## src/hw/rtl/indexed_max_table_defines.svh

```systemverilog
// Assertion macros used by the RTL of the indexed maximum table.
`ifndef INDEXED_MAX_TABLE_DEFINES_SVH
`define INDEXED_MAX_TABLE_DEFINES_SVH

`ifndef SYNTHESIS

`define IMT_ASSERT(lbl, clk, rst, prop) \
   lbl: assert property (@(posedge clk) disable iff (rst) prop) \
      else $error("indexed_max_table: property failed");

`define IMT_NEVER(lbl, clk, rst, expr) \
   lbl: assert property (@(posedge clk) disable iff (rst) !(expr)) \
      else $error("indexed_max_table: forbidden condition seen");

`else

`define IMT_ASSERT(lbl, clk, rst, prop)

`define IMT_NEVER(lbl, clk, rst, expr)

`endif

`endif

```

## src/hw/rtl/ixmt_pkg.sv

```systemverilog
package ixmt_pkg;

   localparam int TABLE_DEPTH = 64;
   localparam int IDX_BITS    = $clog2(TABLE_DEPTH);
   localparam int CNT_BITS    = IDX_BITS + 1;
   localparam int VALUE_BITS  = 32;
   localparam int STATUS_BITS = 2;

   localparam int REQ_FIELD_BITS = IDX_BITS + VALUE_BITS;
   localparam int REQ_TDATA_BITS = ((REQ_FIELD_BITS + 7) / 8) * 8;
   localparam int RSP_FIELD_BITS = VALUE_BITS + VALUE_BITS + IDX_BITS;
   localparam int RSP_TDATA_BITS = ((RSP_FIELD_BITS + 7) / 8) * 8;

   typedef logic [STATUS_BITS-1:0] status_type;

   localparam status_type STATUS_OK        = 2'd0;
   localparam status_type STATUS_BAD_INDEX = 2'd1;
   localparam status_type STATUS_EMPTY     = 2'd2;

endpackage

```

## src/hw/rtl/indexed_max_table.sv

```systemverilog
// Channel  Direction  Handshake            Payload
// req      in         req_tvalid/tready    tdata: index, value; tuser: write
// rsp      out        rsp_tvalid/tready    tdata: read_value, max_value, max_index;
//                                          tuser: status
// csr      in         csr_valid/ready      csr_data: size_in_use
//
// An item is scanned over the N entries in use (at most 64); when the table is empty
// no entry is read. The single comparator reads one table entry per cycle from the
// RAM.
// Reset is synchronous; the table reads as zero through per-entry valid bits, so
// no clearing pass is needed after reset.
// A new item is taken once the scan is over, even while the previous result
// still waits in the output register; the scan stalls only on a full output.
`include "indexed_max_table_defines.svh"

module indexed_max_table
   import ixmt_pkg::*;
(
   input  logic                      clock,
   input  logic                      reset,
   input  logic                      req_tvalid,
   output logic                      req_tready,
   // index [5:0], value [37:6], zero padding above
   input  logic [REQ_TDATA_BITS-1:0] req_tdata,
   // write
   input  logic                      req_tuser,
   output logic                      rsp_tvalid,
   input  logic                      rsp_tready,
   // read_value [31:0], max_value [63:32], max_index [69:64], zero padding above
   output logic [RSP_TDATA_BITS-1:0] rsp_tdata,
   // status
   output logic [STATUS_BITS-1:0]    rsp_tuser,
   input  logic                      csr_valid,
   output logic                      csr_ready,
   input  logic [CNT_BITS-1:0]       csr_data
);

   localparam logic ST_IDLE = 1'b0;
   localparam logic ST_SCAN = 1'b1;
   localparam int   RSP_PAD = RSP_TDATA_BITS - RSP_FIELD_BITS;

   logic                      state_ff, state_in;
   logic [CNT_BITS-1:0]       size_ff, size_in;
   logic [TABLE_DEPTH-1:0]    valid_ff, valid_in;
   logic [IDX_BITS-1:0]       idx_ff, idx_in;
   logic [CNT_BITS-1:0]       used_ff, used_in;
   logic [CNT_BITS-1:0]       addr_ff, addr_in;
   status_type                status_ff, status_in;
   logic [VALUE_BITS-1:0]     max_ff, max_in;
   logic [IDX_BITS-1:0]       max_idx_ff, max_idx_in;
   logic [VALUE_BITS-1:0]     read_ff, read_in;
   logic                      rd_vld_ff, rd_vld_in;
   logic [IDX_BITS-1:0]       rd_idx_ff, rd_idx_in;
   logic                      vb_ff, vb_in;
   logic                      rsp_tvalid_ff, rsp_tvalid_in;
   logic [RSP_TDATA_BITS-1:0] rsp_tdata_ff, rsp_tdata_in;
   status_type                rsp_tuser_ff, rsp_tuser_in;

   logic [IDX_BITS-1:0]   req_index;
   logic [VALUE_BITS-1:0] req_value;
   logic [CNT_BITS-1:0]   used_now;
   logic                  in_range;
   logic                  req_acc;
   logic                  ram_wr_en;
   logic                  ram_rd_en;
   logic [VALUE_BITS-1:0] ram_rd_data;
   logic [VALUE_BITS-1:0] rd_entry;
   logic                  rsp_free;
   logic                  rsp_ld;

   assign req_index = req_tdata[IDX_BITS-1:0];
   assign req_value = req_tdata[REQ_FIELD_BITS-1:IDX_BITS];
   assign used_now  = (size_ff > CNT_BITS'(TABLE_DEPTH)) ? CNT_BITS'(TABLE_DEPTH) : size_ff;
   assign in_range  = {1'b0, req_index} < used_now;
   assign req_tready = (state_ff == ST_IDLE);
   assign req_acc   = req_tvalid && req_tready;
   assign csr_ready = 1'b1;
   assign rsp_free  = !rsp_tvalid_ff || rsp_tready;
   assign rd_entry  = vb_ff ? ram_rd_data : '0;

   ixmt_ram #(
      .WIDTH(VALUE_BITS),
      .DEPTH(TABLE_DEPTH)
   ) u_ram (
      .clock   (clock),
      .wr_en   (ram_wr_en),
      .wr_addr (req_index),
      .wr_data (req_value),
      .rd_en   (ram_rd_en),
      .rd_addr (addr_ff[IDX_BITS-1:0]),
      .rd_data (ram_rd_data)
   );

   always_comb begin
      state_in   = state_ff;
      size_in    = size_ff;
      valid_in   = valid_ff;
      idx_in     = idx_ff;
      used_in    = used_ff;
      addr_in    = addr_ff;
      status_in  = status_ff;
      max_in     = max_ff;
      max_idx_in = max_idx_ff;
      read_in    = read_ff;
      ram_wr_en  = 1'b0;
      ram_rd_en  = 1'b0;
      rsp_ld     = 1'b0;

      if (csr_valid && csr_ready) begin
         size_in = csr_data;
      end

      case (state_ff)
         ST_IDLE: begin
            if (req_acc) begin
               state_in   = ST_SCAN;
               idx_in     = req_index;
               used_in    = used_now;
               addr_in    = '0;
               max_in     = '0;
               max_idx_in = '0;
               read_in    = '0;
               if (used_now == '0) begin
                  status_in = STATUS_EMPTY;
               end else if (in_range) begin
                  status_in = STATUS_OK;
               end else begin
                  status_in = STATUS_BAD_INDEX;
               end
               if (in_range && req_tuser) begin
                  ram_wr_en           = 1'b1;
                  valid_in[req_index] = 1'b1;
               end
            end
         end
         ST_SCAN: begin
            if (addr_ff < used_ff) begin
               ram_rd_en = 1'b1;
               addr_in   = addr_ff + 1'b1;
            end
            if (rd_vld_ff) begin
               // Strict compare keeps the lowest index on a tie.
               if (rd_idx_ff == '0 || $signed(rd_entry) > $signed(max_ff)) begin
                  max_in     = rd_entry;
                  max_idx_in = rd_idx_ff;
               end
               if (rd_idx_ff == idx_ff && status_ff == STATUS_OK) begin
                  read_in = rd_entry;
               end
            end
            if (addr_ff == used_ff && !rd_vld_ff && rsp_free) begin
               rsp_ld   = 1'b1;
               state_in = ST_IDLE;
            end
         end
         default: begin
            state_in = ST_IDLE;
         end
      endcase
   end

   assign rd_vld_in = ram_rd_en;
   assign rd_idx_in = addr_ff[IDX_BITS-1:0];
   assign vb_in     = valid_ff[addr_ff[IDX_BITS-1:0]];

   always_comb begin
      rsp_tvalid_in = rsp_tvalid_ff;
      rsp_tdata_in  = rsp_tdata_ff;
      rsp_tuser_in  = rsp_tuser_ff;
      if (rsp_ld) begin
         rsp_tvalid_in = 1'b1;
         rsp_tdata_in  = {{RSP_PAD{1'b0}}, max_idx_ff, max_ff, read_ff};
         rsp_tuser_in  = status_ff;
      end else if (rsp_tready) begin
         rsp_tvalid_in = 1'b0;
      end
   end

   always_ff @(posedge clock) begin
      if (reset) begin
         state_ff      <= ST_IDLE;
         size_ff       <= CNT_BITS'(TABLE_DEPTH);
         valid_ff      <= '0;
         rd_vld_ff     <= 1'b0;
         rsp_tvalid_ff <= 1'b0;
      end else begin
         state_ff      <= state_in;
         size_ff       <= size_in;
         valid_ff      <= valid_in;
         rd_vld_ff     <= rd_vld_in;
         rsp_tvalid_ff <= rsp_tvalid_in;
      end
   end

   always_ff @(posedge clock) begin
      idx_ff       <= idx_in;
      used_ff      <= used_in;
      addr_ff      <= addr_in;
      status_ff    <= status_in;
      max_ff       <= max_in;
      max_idx_ff   <= max_idx_in;
      read_ff      <= read_in;
      rd_idx_ff    <= rd_idx_in;
      vb_ff        <= vb_in;
      rsp_tdata_ff <= rsp_tdata_in;
      rsp_tuser_ff <= rsp_tuser_in;
   end

   assign rsp_tvalid = rsp_tvalid_ff;
   assign rsp_tdata  = rsp_tdata_ff;
   assign rsp_tuser  = rsp_tuser_ff;

   `IMT_ASSERT(a_accept_starts_scan, clock, reset, req_acc |=> (state_ff == ST_SCAN))
   `IMT_NEVER(a_addr_within_used, clock, reset, (state_ff == ST_SCAN) && (addr_ff > used_ff))
   `IMT_NEVER(a_read_within_used, clock, reset, rd_vld_ff && ({1'b0, rd_idx_ff} >= used_ff))
   `IMT_ASSERT(a_load_needs_room, clock, reset, rsp_ld |-> rsp_free)

endmodule

```

## src/hw/rtl/ixmt_ram.sv

```systemverilog
module ixmt_ram #(
   parameter int WIDTH = 32,
   parameter int DEPTH = 64
) (
   input  logic                     clock,
   input  logic                     wr_en,
   input  logic [$clog2(DEPTH)-1:0] wr_addr,
   input  logic [WIDTH-1:0]         wr_data,
   input  logic                     rd_en,
   input  logic [$clog2(DEPTH)-1:0] rd_addr,
   output logic [WIDTH-1:0]         rd_data
);

   logic [WIDTH-1:0] mem_ff [DEPTH];
   logic [WIDTH-1:0] rd_data_ff;

   always_ff @(posedge clock) begin
      if (wr_en) begin
         mem_ff[wr_addr] <= wr_data;
      end
      if (rd_en) begin
         rd_data_ff <= mem_ff[rd_addr];
      end
   end

   assign rd_data = rd_data_ff;

endmodule

```

## config.mk

```make
export PLATFORM = sky130hd
export DESIGN_NAME = indexed_max_table
export DESIGN_NICKNAME = d
export VERILOG_FILES = /design/src/hw/rtl/ixmt_pkg.sv /design/src/hw/rtl/indexed_max_table.sv /design/src/hw/rtl/ixmt_ram.sv
export VERILOG_INCLUDE_DIRS = /design/src /design/src/hw/rtl
export SDC_FILE = /design/constraint.sdc
export NUM_CORES = 2
export LEC_CHECK = 0
export BUFFER_PORTS_ARGS = -buffer_cell sky130_fd_sc_hd__buf_4
export CAP_MARGIN = 0
export CELL_PAD_IN_SITES_DETAIL_PLACEMENT = 1
export CELL_PAD_IN_SITES_GLOBAL_PLACEMENT = 2
export CORE_ASPECT_RATIO = 0.8
export CORE_MARGIN = 10
export CORE_UTILIZATION = 51
export CTS_BUF_LIST = sky130_fd_sc_hd__clkbuf_8 sky130_fd_sc_hd__clkbuf_16
export CTS_CLUSTER_SIZE = 8
export DETAILED_ROUTE_END_ITERATION = 7
export PLACE_DENSITY = 0.87
export RECOVER_POWER = 50
export SYNTH_ARGS = -nofsm -noshare
export SYNTH_HDL_FRONTEND = slang
export SYNTH_SLANG_ARGS = --single-unit
```

## constraint.sdc

```tcl
create_clock -name clock -period 11.27 [get_ports clock]
set_input_delay 0 -clock clock [delete_from_list [all_inputs] [get_ports clock]]
set_output_delay 0 -clock clock [all_outputs]
set_load 0.02 [all_outputs]
```

==> flow_metrics.py <==
metrics = {
    "outcome": {
        "status": "complete, but fails checks",
        "violations": "max-capacitance violations, max-slew violations",
    },
    "clock_tree": {
        "cts_tree": "done",
        "clk_latency_ps": 970,
        "postCtsSetupBuffers": 0,
        "htree_num_levels": 5,
        "root_buffer": "clkbuf_16",
        "cts_buffers": 341,
        "cts_buffer_depth": 4,
        "clkSinkCount": 2325,
        "path_clk_slew_ps": 60,
    },
    "logic_synthesis": {
        "syn_inst": 3877,
        "synth_warnings": 0,
        "netlist.area_leader.share": 0.7599,
        "synth_area_um2": 88680,
        "yosys.area.top_type": "edfxtp_1",
        "synth-main-ff-cell": "edfxtp_1",
        "synthTopCellsByArea": "edfxtp_1, mux4_2, dfxtp_1",
        "synth_cell_types": 45,
        "post_synth.cell_area_avg_um2": 22.87,
        "synth_edf_count": 2244,
        "ys_seq_area_frac": 0.7782,
        "ys_seq_elements": 2325,
        "ys_async_sr_fraction": 0,
    },
    "cells_and_area": {
        "synthToLayoutAreaGrowth_pct": 15.18,
        "regArea_um2": 69010,
        "nets": 4420,
        "multi_input_area_um2": 18810,
        "n_fill_cell": 14030,
        "drive_above_1_share": 0.2751,
    },
    "global_route": {
        "grt-ovfl-total": 0,
        "track_usage": 0.2684,
        "antenna_found_initial": 16,
        "grt_pass1_vias": 47520,
        "grt_max_degree": 116,
        "grt_pass1_wl_um": 365700,
    },
    "drt": {
        "num_vias": 45470,
        "wl_um": 257000,
        "drc": 0,
        "viasPerCell": 6.850,
        "ant_nets": 0,
        "drt_iter0_drc": 7332,
        "drt_pass1_iterations": 5,
        "wl_per_cell_um": 38.71,
    },
    "timing": {
        "final_hold_viol_count": 0,
        "slew_viol_final": 2199,
        "setup-violations-final": 0,
        "max_freq_ghz": 0.1688,
        "worstMarginPinSlew_ps": 3507,
        "rsz0062_at_grt": "no",
        "post-route-period-util": 0.5257,
        "setup_total_negative_slack_ps": 0,
        "setup_ws_ps": 5345,
        "finalCriticalPeriod_ps": 5925,
        "slew_headroom": -1.338,
        "skew_ps": 76.82,
    },
    "critical_path": {
        "cp.arrival_ps": 6560,
        "setup.worst_path.start_class": "register",
        "path_class": "reg2reg",
        "cp.required_ps": 11900,
        "worstPathMaxFanout": 43,
        "crit_path_end_kind": "register",
    },
    "pwr": {
        "total_power_mw": 20.17,
        "ir_drop_uv": 193.7,
        "leakage_nw": 32.15,
        "p_per_area_nw_per_um2": 197.5,
    },
    "job": {
        "cap_violations": 35,
    },
    "place": {
        "dp_hpwl_um": 127800,
        "gp_congestion": 0.7746,
        "numPortBuffers": 124,
        "pre_cts_ws_ps": 6447,
    },
    "die": {
        "fp.dieH_um": 393.0,
        "start_util": 0.5144,
        "dieArea_um2": 191100,
        "row_count": 136,
        "io_pins": 130,
        "die_x_um": 486.2,
        "fp.coreArea_um2": 172400,
    },
    "worst_hold_path": {
        "min_path_type": "in2reg",
    },
}
worst paths after layout:
kind / startpoint / end / slack [ps] / depth (start not counted)
worst min register to register: read_ff[14] / rsp_tdata[14] / 410 / 0
worst min-delay path: req_tuser / u_ram.mem_ff[46][1] / 190 / 6
worst max-delay path: addr_ff[0] / u_ram.rd_data[1] / 5350 / 6
worst max register to register: addr_ff[0] / u_ram.rd_data[1] / 5350 / 6
kinds of logic after synthesis:
group / after synthesis / synth area share
other cells: 2 / 0.00008469
flops: 2325 / 0.7782
buf+inv: 321 / 0.01559
mux: 673 / 0.1670
fa+ha+maj: 45 / 0.006349
xor+xnor: 11 / 0.001086
compound gates: 205 / 0.01490
simple gates: 295 / 0.01685
per-stage QoR:
step                instances    util  hold slack [ps]  cell area [um^2]
floorplan                3878       -            98.87             88680
global placement         6178  0.5391            211.8             92920
detailed placement       6178  0.5391            228.4             92920
CTS                      6635  0.5951            120.6            102600
global route             6636  0.5925            209.7            102100
finish                   6639  0.5926            191.1            102100
cell usage in the layout (no fill, tap or decap), types with 3 or more instances in the layout:
cell type      instances
edfxtp_1            2244
mux4_2               645
clkbuf_16            346
inv_1                135
clkbuf_1             115
buf_4                106
o22ai_1               88
dfxtp_1               81
dlygate4sd3_1         78
nor2_4                65
ha_1                  45
a21oi_1               41
nand2_1               40
and2_1                35
and3_1                34
nor2b_1               29
a22oi_1               29
nor2_1                29
mux2i_1               28
a211oi_1              22
nand3_1               12
nand2b_1              10
or2_2                 10
nor3_1                 8
xor2_1                 7
buf_12                 7
nand4_1                6
o21ai_0                6
a21o_1                 5
and2_0                 5
diode_2                4
xnor2_1                4
inv_6                  4
clkbuf_4               4
o21a_1                 3
nor4_1                 3
conb_1                 3
where the power goes:
| part | internal (mW) | switching [mW] |
|---|---|---|
| clock network | 5.37 | 3.51 |
| logic | 0.675 | 0.972 |
| registers | 9.58 | 0.0575 |
| total | 15.6 | 4.54 |
worst max-delay path, stage by stage (launching register included):
cell and delay [ps]:
edfxtp_1 510, clkbuf_1 2490, buf_4 1010, mux4_2 640
mux4_2 580, o22ai_1 200, a21oi_1 110
state kept, by name (all words and copies together) (netlist names), 2 cells and up:
signal,count
used_ff,7
addr_ff,7
valid_ff,64
read_ff,32
rsp_tuser,2
size_ff,7
u_ram.rd_data,32
idx_ff,6
status_ff,2
max_ff,32
rd_idx_ff,6
rsp_tdata,70
max_idx_ff,6
u_ram.mem_ff,2048
cell type report:
type,instances,area share
clock inverters,32,0.001935
inverters,112,0.004116
clock buffers,347,0.08490
well taps,2277,0.02789
diodes,4,0.00009800
multi-input cells,1232,0.1841
repair buffers,310,0.02133
flip-flops and latches,2325,0.6756
synth_stat cells, types with 2 or more instances:
| master | number |
|---|---|
| buf_6 | 6 |
| conb_1 | 2 |
| nor2_1 | 95 |
| xor2_1 | 7 |
| nor4_1 | 4 |
| o21a_1 | 3 |
| a21oi_1 | 41 |
| o21ai_0 | 6 |
| ha_1 | 45 |
| buf_1 | 13 |
| nand2_1 | 40 |
| o22ai_1 | 89 |
| a21o_1 | 5 |
| edfxtp_1 | 2244 |
| inv_1 | 111 |
| dfxtp_1 | 81 |
| nand4_1 | 6 |
| o211ai_1 | 2 |
| a22oi_1 | 29 |
| a211o_1 | 2 |
| mux4_2 | 645 |
| and2_1 | 40 |
| xnor2_1 | 4 |
| and3_1 | 34 |
| buf_2 | 79 |
| a211oi_1 | 22 |
| nand3_1 | 12 |
| nor3_1 | 8 |
| buf_4 | 9 |
| mux2i_1 | 28 |
| clkbuf_1 | 102 |
| nand2b_1 | 10 |
| and4_1 | 2 |
| nor2b_1 | 31 |
| or2_2 | 10 |
layer usage:
| metal | vias to the layer above | wire length, um | GRT usage |
|---|---|---|---|
| met3 | 573 | 31010 | 0.07114 |
| met2 | 3700 | 123600 | 0.4270 |
| met4 | 10 | 9008 | 0.09554 |
| li1 | 17090 | - | - |
| met5 | - | 71 | 0 |
| met1 | 24100 | 93270 | 0.3620 |
timing repair:
action                                 4_1_cts  5_1_grt
endpoints found under the hold margin     2164        0
resized for setup                            0        0
hold buffers                                78        0
(Power assumes the default switching activity.)
